File: config.mk
export PLATFORM = sky130hd
export DESIGN_NAME = dtms_out_fifo
export DESIGN_NICKNAME = d
export VERILOG_FILES = /design/src/hw/rtl/dtms_pkg.sv /design/src/hw/rtl/dtms_out_fifo.sv
export SDC_FILE = /design/constraint.sdc
export NUM_CORES = 1
export LEC_CHECK = 0
export ABC_AREA = 1
export BUFFER_PORTS_ARGS = -buffer_cell sky130_fd_sc_hd__buf_4
export CAP_MARGIN = 20
export CORE_ASPECT_RATIO = 0.7
export CORE_UTILIZATION = 56
export CTS_CLUSTER_SIZE = 28
export DETAILED_ROUTE_END_ITERATION = 7
export HOLD_SLACK_MARGIN = 0.06
export PLACE_DENSITY = 0.83
export SYNTH_ARGS = -nofsm -noshare
export SYNTH_HDL_FRONTEND = slang
export SYNTH_SLANG_ARGS = --single-unit
File: constraint.sdc
create_clock -name aclk -period 2.1 [get_ports aclk]
set_input_delay 0.315 -clock aclk [delete_from_list [all_inputs] [get_ports aclk]]
set_output_delay 0.315 -clock aclk [all_outputs]
set_load 0.02 [all_outputs]
File: src/hw/rtl/dtms_pkg.sv
package dtms_pkg;

    localparam int NUM_STATES = 64;
    localparam int MAX_LINE   = 4096;

    localparam int STATE_W = 6;
    localparam int SYM_W   = 8;
    localparam int POS_W   = 13;

    // table rows actually addressable by a state field
    localparam int TBL_ROWS  = (NUM_STATES < 2 ** STATE_W) ? NUM_STATES : 2 ** STATE_W;
    localparam int ROW_W     = $clog2(TBL_ROWS);
    localparam int TBL_AW    = ROW_W + SYM_W;
    localparam int TBL_DEPTH = TBL_ROWS * (2 ** SYM_W);
    localparam int ENTRY_W   = STATE_W + 1;

    localparam int FIELD_MAX   = 2 ** POS_W - 1;
    localparam int POS_CAP_INT = (MAX_LINE < FIELD_MAX) ? MAX_LINE : FIELD_MAX;
    localparam logic [POS_W-1:0] POS_CAP = POS_W'(POS_CAP_INT);

    localparam int IN_TDATA_W  = 24;
    localparam int IN_TUSER_W  = 2;
    localparam int OUT_TDATA_W = 32;
    localparam int OUT_PAD_W   = OUT_TDATA_W - 2 * POS_W;

    localparam int FIFO_DEPTH = 4;
    localparam int FIFO_AW    = $clog2(FIFO_DEPTH);
    localparam int FIFO_CW    = FIFO_AW + 1;

    localparam logic [1:0] ACT_LOAD_ENTRY  = 2'd0;
    localparam logic [1:0] ACT_LOAD_ACCEPT = 2'd1;
    localparam logic [1:0] ACT_SCAN        = 2'd2;

    typedef struct packed {
        logic               valid;
        logic [STATE_W-1:0] next;
    } entry_t;

    typedef struct packed {
        logic [POS_W-1:0] match_length;
        logic [POS_W-1:0] end_position;
    } result_t;

    function automatic logic state_in_range(input logic [STATE_W-1:0] s);
        return int'(s) < NUM_STATES;
    endfunction

    function automatic logic [ROW_W-1:0] state_row(input logic [STATE_W-1:0] s);
        return s[ROW_W-1:0];
    endfunction

    function automatic logic [POS_W-1:0] sat_inc(input logic [POS_W-1:0] v);
        return (v >= POS_CAP) ? POS_CAP : v + POS_W'(1);
    endfunction

endpackage

File: src/hw/rtl/dtms_out_fifo.sv
module dtms_out_fifo (
    input  logic                           aclk,
    input  logic                           aresetn,
    input  logic                           push,
    input  dtms_pkg::result_t              push_data,
    output logic                           pop_valid,
    input  logic                           pop_ready,
    output dtms_pkg::result_t              pop_data,
    output logic [dtms_pkg::FIFO_CW-1:0]   count
);

    dtms_pkg::result_t              mem [dtms_pkg::FIFO_DEPTH];
    logic [dtms_pkg::FIFO_AW-1:0]   wr_ptr_reg;
    logic [dtms_pkg::FIFO_AW-1:0]   rd_ptr_reg;
    logic [dtms_pkg::FIFO_CW-1:0]   count_reg;
    logic [dtms_pkg::FIFO_CW-1:0]   count_next;
    logic                           pop;

    assign pop_valid = (count_reg != '0);
    assign pop_data  = mem[rd_ptr_reg];
    assign count     = count_reg;
    assign pop       = pop_valid && pop_ready;

    always_comb begin
        count_next = count_reg;
        if (push && !pop) begin
            count_next = count_reg + dtms_pkg::FIFO_CW'(1);
        end else if (!push && pop) begin
            count_next = count_reg - dtms_pkg::FIFO_CW'(1);
        end
    end

    always_ff @(posedge aclk) begin
        if (push) begin
            mem[wr_ptr_reg] <= push_data;
        end
    end

    always_ff @(posedge aclk) begin
        if (!aresetn) begin
            wr_ptr_reg <= '0;
            rd_ptr_reg <= '0;
            count_reg  <= '0;
        end else begin
            if (push) begin
                wr_ptr_reg <= wr_ptr_reg + dtms_pkg::FIFO_AW'(1);
            end
            if (pop) begin
                rd_ptr_reg <= rd_ptr_reg + dtms_pkg::FIFO_AW'(1);
            end
            count_reg <= count_next;
        end
    end

endmodule

**Word-level counts from Yosys, hierarchy flattened**

Memories as Yosys holds them, arrays and structs flattened. A register that Yosys moved wholly into a read port is not among the register bits.
Index checks and enable logic that the tools add are counted.

- $add $sub $neg: 4
- Multiplexer cells: 6
- Reductions and logical operators: 7

Operators by type and width:

| operator | number |
|---|---|
| $mux 3 | 2 |
| $add 2x1->2 const B | 2 |
| $mux 2 | 2 |
| $add 3x1->3 const B | 1 |
| $logic_and 1x1->1 | 3 |
| $reduce_bool 3->1 | 1 |
| $sub 3x1->3 const B | 1 |
| $logic_not 1->1 | 2 |
| $mux 1 | 2 |
| $reduce_bool 2->1 | 1 |

- Register bits after elaboration: 7
- Memory bits (writable): 104
- Input port bits: 30
- Output and inout port bits: 30
- Word-level logic and storage cells: 21
- Memories kept: 1

Memory list:

| name | words | bits a word | rd ports | clocked after memory_dff | write ports | line | source |
|---|---|---|---|---|---|---|---|
| mem | 4 | 26 | 1 | 1 | 1 | dtms_out_fifo.sv:12 | `dtms_pkg::result_t mem [dtms_pkg::FIFO_DEPTH];` |

**Depth between registers and ports, before layout**

Gate-level depths: netlist of the first run.

- Word-level depth: 5
- Gate-level depth with buffers: 12
- Gate-level depth less buffers: 12

**Worst setup path after synthesis of the first run**

OpenSTA, ideal clock, no wires.

- Path type: register to register
- Start: reg count_reg (netlist bit count[0])
- End: reg count_reg (netlist bit count[1])
- Library setup time: 0.116 ns
- Data arrival time: 1.763 ns
- Required time: 1.984 ns
- Slack: 0.221 ns
- Cell stages (with the launch flop): 9
- Buffers on the path: 0
- Period minus slack after synthesis: 1.879 ns
- Cells stage by stage: dfxtp_1 -> nor2_1 -> nand2_1 -> nand2_1 -> ha_1 -> inv_1 -> fa_1 -> o21ai_0 -> nor2_1

- Longest elaborated chain between the ends: 5
- Elaborated cells on any way between the ends: 10
- Classes of those cells: 2 x add/sub; 2 x mux; 6 x reduce/logical

RTL lines:

| element | line | source |
|---|---|---|
| start: declaration | dtms_out_fifo.sv:15 | `logic [dtms_pkg::FIFO_CW-1:0] count_reg;` |
| start signal: assignment | dtms_out_fifo.sv:51 | `count_reg <= count_next;` |
| $reduce_bool 3->1 | dtms_out_fifo.sv:19 | `assign pop_valid = (count_reg != '0);` |
| named net pop_valid | dtms_out_fifo.sv:6 | `output logic pop_valid,` |
| $logic_and 1x1->1 | dtms_out_fifo.sv:22 | `assign pop = pop_valid && pop_ready;` |
| $logic_not 1->1 | dtms_out_fifo.sv:26 | `if (push && !pop) begin` |
| $logic_and 1x1->1 | dtms_out_fifo.sv:26 |  |
| $mux 3 | dtms_out_fifo.sv:26 |  |
| named net count_next, one bit | dtms_out_fifo.sv:16 | `logic [dtms_pkg::FIFO_CW-1:0] count_next;` |

The timed path passes the listed nets, and every way through them passes these cells. The select of a mux whose other input is x is not followed.
A chain may end at the register's enable or synchronous reset.

==> metrics, run 1 <==
Die ar.=8050 sq um; crit path max fanout=25; CTS tree=done; Layout Cells excl Fill=526; Buf/Inv on CP=2; ANT nets after route=0; Routed WL per cell=17.5 microns; clk slew on worst S/H paths=60 ps; root buf cell=clkbuf_8; Post-synth EDFFs=104; clock sinks=113; chip width=107 microns; critical path class=reg2out; RePlAce Congestion=0.802; share of the synthesized area in the top cell type=72.5%; synthesis-to-finish area growth=33.9%; CP startpoint kind=register; Worst-Margin Slew=309 ps; synthesized area=4310 sq um; Setup Buffers After CTS=0; largest net degree at the start of global routing=53; Detailed Route Iter0 Violations=151; Yosys reg bits=113; Leak=2.17 nW; I/O pins=60; Worst path slowest cell=dfxtp_4; grt ovf=0; Antenna diodes=0; NumNets Final=451; Total GRT Usage=24.3%; status=finished clean; Seq/Total Area, Yosys=76.7%; Area contributors post-synth=edfxtp_1, nor2_1, o21ai_0, dfxtp_1, o22ai_1; share of layout cells above drive strength 1=25.0%; most common cell in the netlist=edfxtp_1; Final min period=2000 ps; Net Count, Synth=349; Rel. slew slack=79.4%; Clock H-tree levels=4; RSZ-0062 raised after global routing=no; VDD IR max=954 uV; Max Cap Viol=0; Worst R2R Setup Slack=370 ps; DPL Wire Length=5260 microns; worst hold path class=in2reg; Longest Clk Path Bufs=2; Highest Clock Rate=499 MHz; critical path's top delay family=flip-flops; final clock skew=6.95 ps; port bufs=59; drt total wl=9190 microns; Final Hold Viols=0; DRC viols=0; Clk Latency, worst-skew pair=520 ps; CORE AREA=7380 sq um; CP Capture Type=output port; DP Cell Count=467; pre-CTS setup slack=396 ps; library cell with the largest summed area after synthesis=edfxtp_1; setup TNS=0 ps; Cell Chain, Critical Path=buf_12, o21ai_0, o22ai_1, buf_4; # setup viols final=0; total CTS buffers=17; WP data required=1780 ps; max FFs per register=104; Die H=75.4 microns; post-route setup slack=96.6 ps; vias in the first global route=2688; Vias=2856; Tcrit/Tclk final=95.4%; Yosys cell types=18; max incr delay on CP=400 ps; synth warn=0; Synth Flop Type=edfxtp_1; asr flop ratio synth=0%; Rows=26; DR pass1 iterations=4; initial core utilization=58.3%; pwr dens=1270 nW/um^2; syn_area_per_cell=13.8 sq um; Gate Count Post-Synth=313; worst endpoint data arrival time=1690 ps; initial antenna violation count=0; Post-synth top cells=edfxtp_1, nor2_1, o21ai_0; drt via density=5.43; Slew Limit Fails=0; first-pass GRT wire length=13700 microns
-- final cells by class --
type                    count  area, sq um
well taps                  98          123
fillers                   412         1620
repair buffers             98          823
flip-flops and latches    113         3310
multi-input cells         169          843
clock buffers              17          414
inverters                  16         70.1
clock inverters            15          185
-- layout by cell type (no fill, tap or decap), drive strengths merged --
master / netlist / layout
a21oi: 5 / 5
buf: 15 / 71
bufinv: 0 / 3
clkbuf: 0 / 17
clkinv: 0 / 5
clkinvlp: 0 / 5
dfxtp: 9 / 9
dlygate4sd3: 0 / 27
edfxtp: 104 / 104
fa: 1 / 1
ha: 5 / 5
inv: 16 / 18
nand2: 15 / 15
nand3: 3 / 3
nor2: 58 / 58
o21ai: 55 / 55
o22ai: 26 / 26
xor2: 1 / 1
-- routing by layer --
layer  vias up  wire length (microns)  GRT usage [%]
met5         -                      0              0
met4         0                    118           11.6
met3        11                    591           8.13
met2       120                   4470           38.7
met1      1369                   4010           30.8
li1       1356                      -              -
-- power by group --
| part | total (W) | internal (W) | switching, W |
|---|---|---|---|
| logic | 0.00175 | 0.000676 | 0.00108 |
| clock network | 0.00285 | 0.00181 | 0.00104 |
| registers | 0.00269 | 0.00260 | 0.0000836 |
-- through the flow --
stage	utilization (%)	hold slack (ps)	instance area, sq um	total power (W)
after CTS	77.9	100	5750	0.00730
after floorplan	-	414	4310	0.00375
after global routing	78.1	132	5770	0.00756
after detailed placement	65.9	490	4870	0.00439
after global placement	65.9	488	4870	0.00434
final	78.1	121	5770	0.00730
-- path summary, 6_finish.rpt --
path,startpoint,end,cells past startpoint
max,register,pop_data[17],4
min,pop_ready,register,3
max reg2reg,count[0],count[1],8
min reg2reg,rd_ptr_reg[0],register,2
-- cell families after synthesis --
logic type,after synthesis,share of synthesized area [%]
compound gates,86,10.8
flops,113,76.7
fa+ha+maj,6,1.92
simple gates,76,6.71
buf+inv,31,3.69
xor+xnor,1,0.203
-- worst register-to-register path, delay by kind of cell, from the launching register on --
kind | cells | cell delay [ps]
AO/OA/AOI/OAI | 1 | 170
adder cells (fa/ha/maj) | 2 | 620
buffers and inverters | 1 | 90
flip-flops | 1 | 410
AND/OR/NAND/NOR | 4 | 340
-- repair_timing --
action | in CTS | in global routing
hold buffers | 27 | 0
pin swaps | 0 | 1
resized for setup | 5 | 5
endpoints found under the setup margin | 21 | 5
endpoints found under the hold margin | 107 | 0
(Power assumes the default switching activity.)
==> run 2, diff against run 1 <==
- CORE_UTILIZATION: 56 -> 30
- PLACE_DENSITY: 0.83 -> 0.52
==> run 2 against run 1 <==
  * Cell count up 12%
  * Worst setup slack better by 34 ps
  * Clock skew about the same
==> metrics, run 2 (synthesis results as in run 1) <==
Layout Cells excl Fill=591; NumNets Final=424; root buf cell=clkbuf_16; largest net degree at the start of global routing=53; Die H=102 microns; pwr dens=1260 nW/um^2; Worst path slowest cell=dfxtp_4; ANT nets after route=0; Longest Clk Path Bufs=2; most frequent cells in the layout=edfxtp_1, buf_4, nor2_1; final clock skew=7.21 ps; Final Hold Viols=0; worst hold path class=in2reg; WP data required=1780 ps; Cell Chain, Critical Path=buf_8, o21ai_0, o22ai_1, buf_4; Final min period=1970 ps; CP startpoint kind=register; worst endpoint data arrival time=1650 ps; drt via density=4.62; chip width=145 microns; drt total wl=9330 microns; RePlAce Congestion=0.730; Worst-Margin Slew=445 ps; Rel. slew slack=70.4%; first-pass GRT wire length=14600 microns; Total GRT Usage=13.5%; Max Cap Viol=0; port bufs=59; I/O pins=60; Slew Limit Fails=0; Layout Utilization=39.9%; Clock H-tree levels=4; clk slew on worst S/H paths=50 ps; DPL Wire Length=5830 microns; share of layout cells above drive strength 1=25.7%; critical path class=reg2out; DR pass1 iterations=4; CTS tree=done; Routed WL per cell=15.8 microns; clock sinks=113; most common cell after layout, fill and taps aside=edfxtp_1; Rows=36; Vias=2732; Buf/Inv on CP=2; total CTS buffers=17; Detailed Route Iter0 Violations=140; Tcrit/Tclk final=93.8%; Die ar.=14800 sq um; max incr delay on CP=440 ps; initial antenna violation count=0; critical path's top delay family=flip-flops; Setup Buffers After CTS=0; DP Cell Count=559; synthesis-to-finish area growth=29.4%; status=finished clean; VDD IR max=660 uV; Antenna diodes=0; Worst R2R Setup Slack=320 ps; max FFs per register=104; grt ovf=0; Leak=2.06 nW; CORE AREA=14000 sq um; Highest Clock Rate=508 MHz; setup TNS=0 ps; vias in the first global route=2716; Clk Latency, worst-skew pair=410 ps; crit path max fanout=28; RSZ-0062 raised after global routing=no; CP Capture Type=output port; # setup viols final=0; initial core utilization=30.8%; DRC viols=0
-- run 2: report_power, final --
| part | internal, W | leakage (nW) | switching [W] |
|---|---|---|---|
| combinational | 0.000638 | 0.747 | 0.00106 |
| clock | 0.00170 | 0.286 | 0.000943 |
| sequential | 0.00261 | 1.03 | 0.0000905 |
-- run 2: metal layers --
layer | part of all wire [%] | vias to the layer above | GRT usage [%]
met5 | 0 | - | 0
met4 | 1.2 | 0 | 5.51
met3 | 5.7 | 12 | 5.09
met2 | 47 | 78 | 21.6
met1 | 47 | 1343 | 16.7
li1 | - | 1299 | -
-- run 2: final cells by class --
class,count,area [sq um]
fill,1343,8390
sequential,113,3310
multi-input combinational,169,843
timing repair buffer,71,552
clock buffer,23,512
tap,190,238
inverter,16,70.1
clock inverter,9,50.0
-- run 2: path summary, 6_finish.rpt --
kind	from	endpoint	depth (start not counted)
worst min-delay path	push_data[20]	mem[2][20]	1
worst min register to register	rd_ptr_reg[0]	rd_ptr_reg[0]	2
worst max-delay path	register	pop_data[8]	4
worst max register to register	count[0]	count[2]	12
-- run 2: what timing repair did --
item / 4_1_cts / 5_1_grt
hold buffers: 0 / 0
endpoints found under the setup margin: 2 / 8
resized for setup: 2 / 7
-- run 2: stage by stage --
| stage | power (W) | hold slack, ps | area (sq um) | worst slack, ps |
|---|---|---|---|---|
| 5_1_grt | 0.00739 | 88.1 | 5570 | 13.4 |
| 3_3_place_gp | 0.00440 | 498 | 4980 | 415 |
| 2_1_floorplan | 0.00375 | 414 | 4310 | 221 |
| 4_1_cts | 0.00710 | 90.4 | 5550 | 41.4 |
| 6_report | 0.00704 | 106 | 5570 | 131 |
| 3_5_place_dp | 0.00443 | 512 | 4980 | 316 |
==> run 3, diff against run 2 <==
- SETUP_SLACK_MARGIN: not set -> 0.5
==> run 3 against run 2 <==
  * Critical path depth stayed put
  * Sequential power hardly changed
  * Combinational power grew 31%
  * Clock power is 6% higher
  * Worst setup slack better by 78 ps
  * Largest cell class unchanged
  * Largest power group is now the clock network
==> metrics, run 3 (synthesis results as in run 1) <==
post-route setup slack=209 ps; clock sinks=113; root buf cell=clkbuf_16; Layout Cells excl Fill=603; synthesis-to-finish area growth=38.1%; status=finished clean; vias in the first global route=2676; initial antenna violation count=0; Worst-Margin Slew=289 ps; # setup viols final=0; VDD IR max=707 uV; Tcrit/Tclk final=90.0%; CP Capture Type=output port; drt total wl=10000 microns; Routed WL per cell=16.6 microns; Vias=2703; pre-CTS setup slack=416 ps; Worst path slowest cell=dfxtp_4; RSZ-0062 raised after global routing=yes; Rel. slew slack=80.7%; critical path class=reg2out; most frequent cells in the layout=edfxtp_1, buf_4, nor2_1; DR pass1 iterations=4; Reg-to-Reg End=count[2]; Clock H-tree levels=4; Max Cap Viol=0; NumNets Final=436; most common cell after layout, fill and taps aside=edfxtp_1; WP data required=1780 ps; initial core utilization=30.8%; chip width=145 microns; Slew Limit Fails=0; Tot Pwr=0.00773 W; grt ovf=0; share of layout cells above drive strength 1=33.9%; largest net degree at the start of global routing=27; drt via density=4.48; Min-Delay Startpoint=push_data[2]; max FFs per register=104; Clk Latency, worst-skew pair=410 ps; worst endpoint data arrival time=1580 ps; final clock skew=5.96 ps; CP startpoint kind=register; R2R depth=12; hold path cells=1; Detailed Route Iter0 Violations=176; Worst R2R Setup Slack=550 ps; RePlAce Congestion=0.679; Total GRT Usage=13.9%; DPL Wire Length=5600 microns; Min-Delay Endpoint=mem[1][2]; total CTS buffers=17; Die H=102 microns; Buf/Inv on CP=2; crit path max fanout=18; pwr dens=1300 nW/um^2; Cell Chain, Critical Path=buf_12, o21ai_0, o22ai_1, buf_4; CTS tree=done; max incr delay on CP=450 ps; Antenna diodes=0; setup TNS=0 ps; Leak=2.20 nW; cts hold-fix bufs=0; worst hold path class=in2reg; Die ar.=14800 sq um; Final Hold Viols=0; Stages on worst setup path=4; Longest Clk Path Bufs=2; CORE AREA=14000 sq um; DRC viols=0; port bufs=59; Highest Clock Rate=529 MHz; Final min period=1890 ps; critical path's top delay family=flip-flops; I/O pins=60; RR Startpoint=count[0]; clk slew on worst S/H paths=60 ps; DP Cell Count=561; first-pass GRT wire length=14900 microns; ANT nets after route=0; Rows=36
==> run 3: cell types whose count changed in the layout (fill, tap and decap cells not counted), moves of 3 or more <==
cell	before	now
buf_12	0	4
buf_4	68	71
bufinv_16	0	3
clkinv_1	0	4
dfxtp_1	8	4
dfxtp_4	1	4
nor2_1	58	50
nor2_2	0	6
o21ai_0	38	30
o21ai_1	17	22
o21ai_2	0	3
o22ai_1	26	19
o22ai_2	0	7
==> run 3: report_power, final <==
group	switching, W	total [W]	internal [W]	leakage, nW
Clock	0.000956	0.00279	0.00183	0.283
Sequential	0.000102	0.00272	0.00262	1.03
Combinational	0.00125	0.00222	0.000967	0.885
==> run 3: area by class of cell <==
| cell class | instances | area [sq um] |
|---|---|---|
| fillers | 1296 | 8020 |
| flip-flops and latches | 113 | 3320 |
| multi-input cells | 169 | 963 |
| repair buffers | 82 | 759 |
| clock buffers | 18 | 429 |
| well taps | 190 | 238 |
| clock inverters | 14 | 146 |
| inverters | 16 | 77.6 |
| repair inverters | 1 | 11.3 |
==> run 3: worst max-delay path by stage <==
stage | endpoint | slack, ps
floorplan | count[1] | 480
global placement | pop_data[11] | 440
detailed placement | pop_data[11] | 420
CTS | pop_data[24] | 200
global route | pop_data[24] | 150
finish | pop_data[24] | 210
==> run 3: metrics by stage <==
step                area, sq um  utilization, %  hold WS, ps
global route               5940            42.6         96.7
global placement           5040            36.1          488
floorplan                  4350               -          414
finish                     5940            42.6          110
detailed placement         5040            36.1          489
CTS                        5760            41.3         93.6
==> run 3: worst register-to-register path, delay by kind of cell, from the launching register on <==
family	cells	cell delay, ps
simple gates	8	510
fa+ha+maj	2	460
flops	1	360
buf+inv	2	110
==> run 3: what timing repair did <==
action / in CTS / in global routing
endpoints found under the setup margin: 28 / 28
pin swaps: 3 / 9
setup buffers: 2 / 3
cloned: 2 / 3
gates resized for setup: 21 / 32
==> run 3: metal layers <==
| metal | share of wire, % | global-route usage [%] | vias to the layer above |
|---|---|---|---|
| met1 | 49 | 18.2 | 1285 |
| li1 | - | - | 1333 |
| met2 | 45 | 21.3 | 71 |
| met3 | 4.4 | 4.46 | 14 |
| met5 | 0 | 0 | - |
| met4 | 1.5 | 6.56 | 0 |
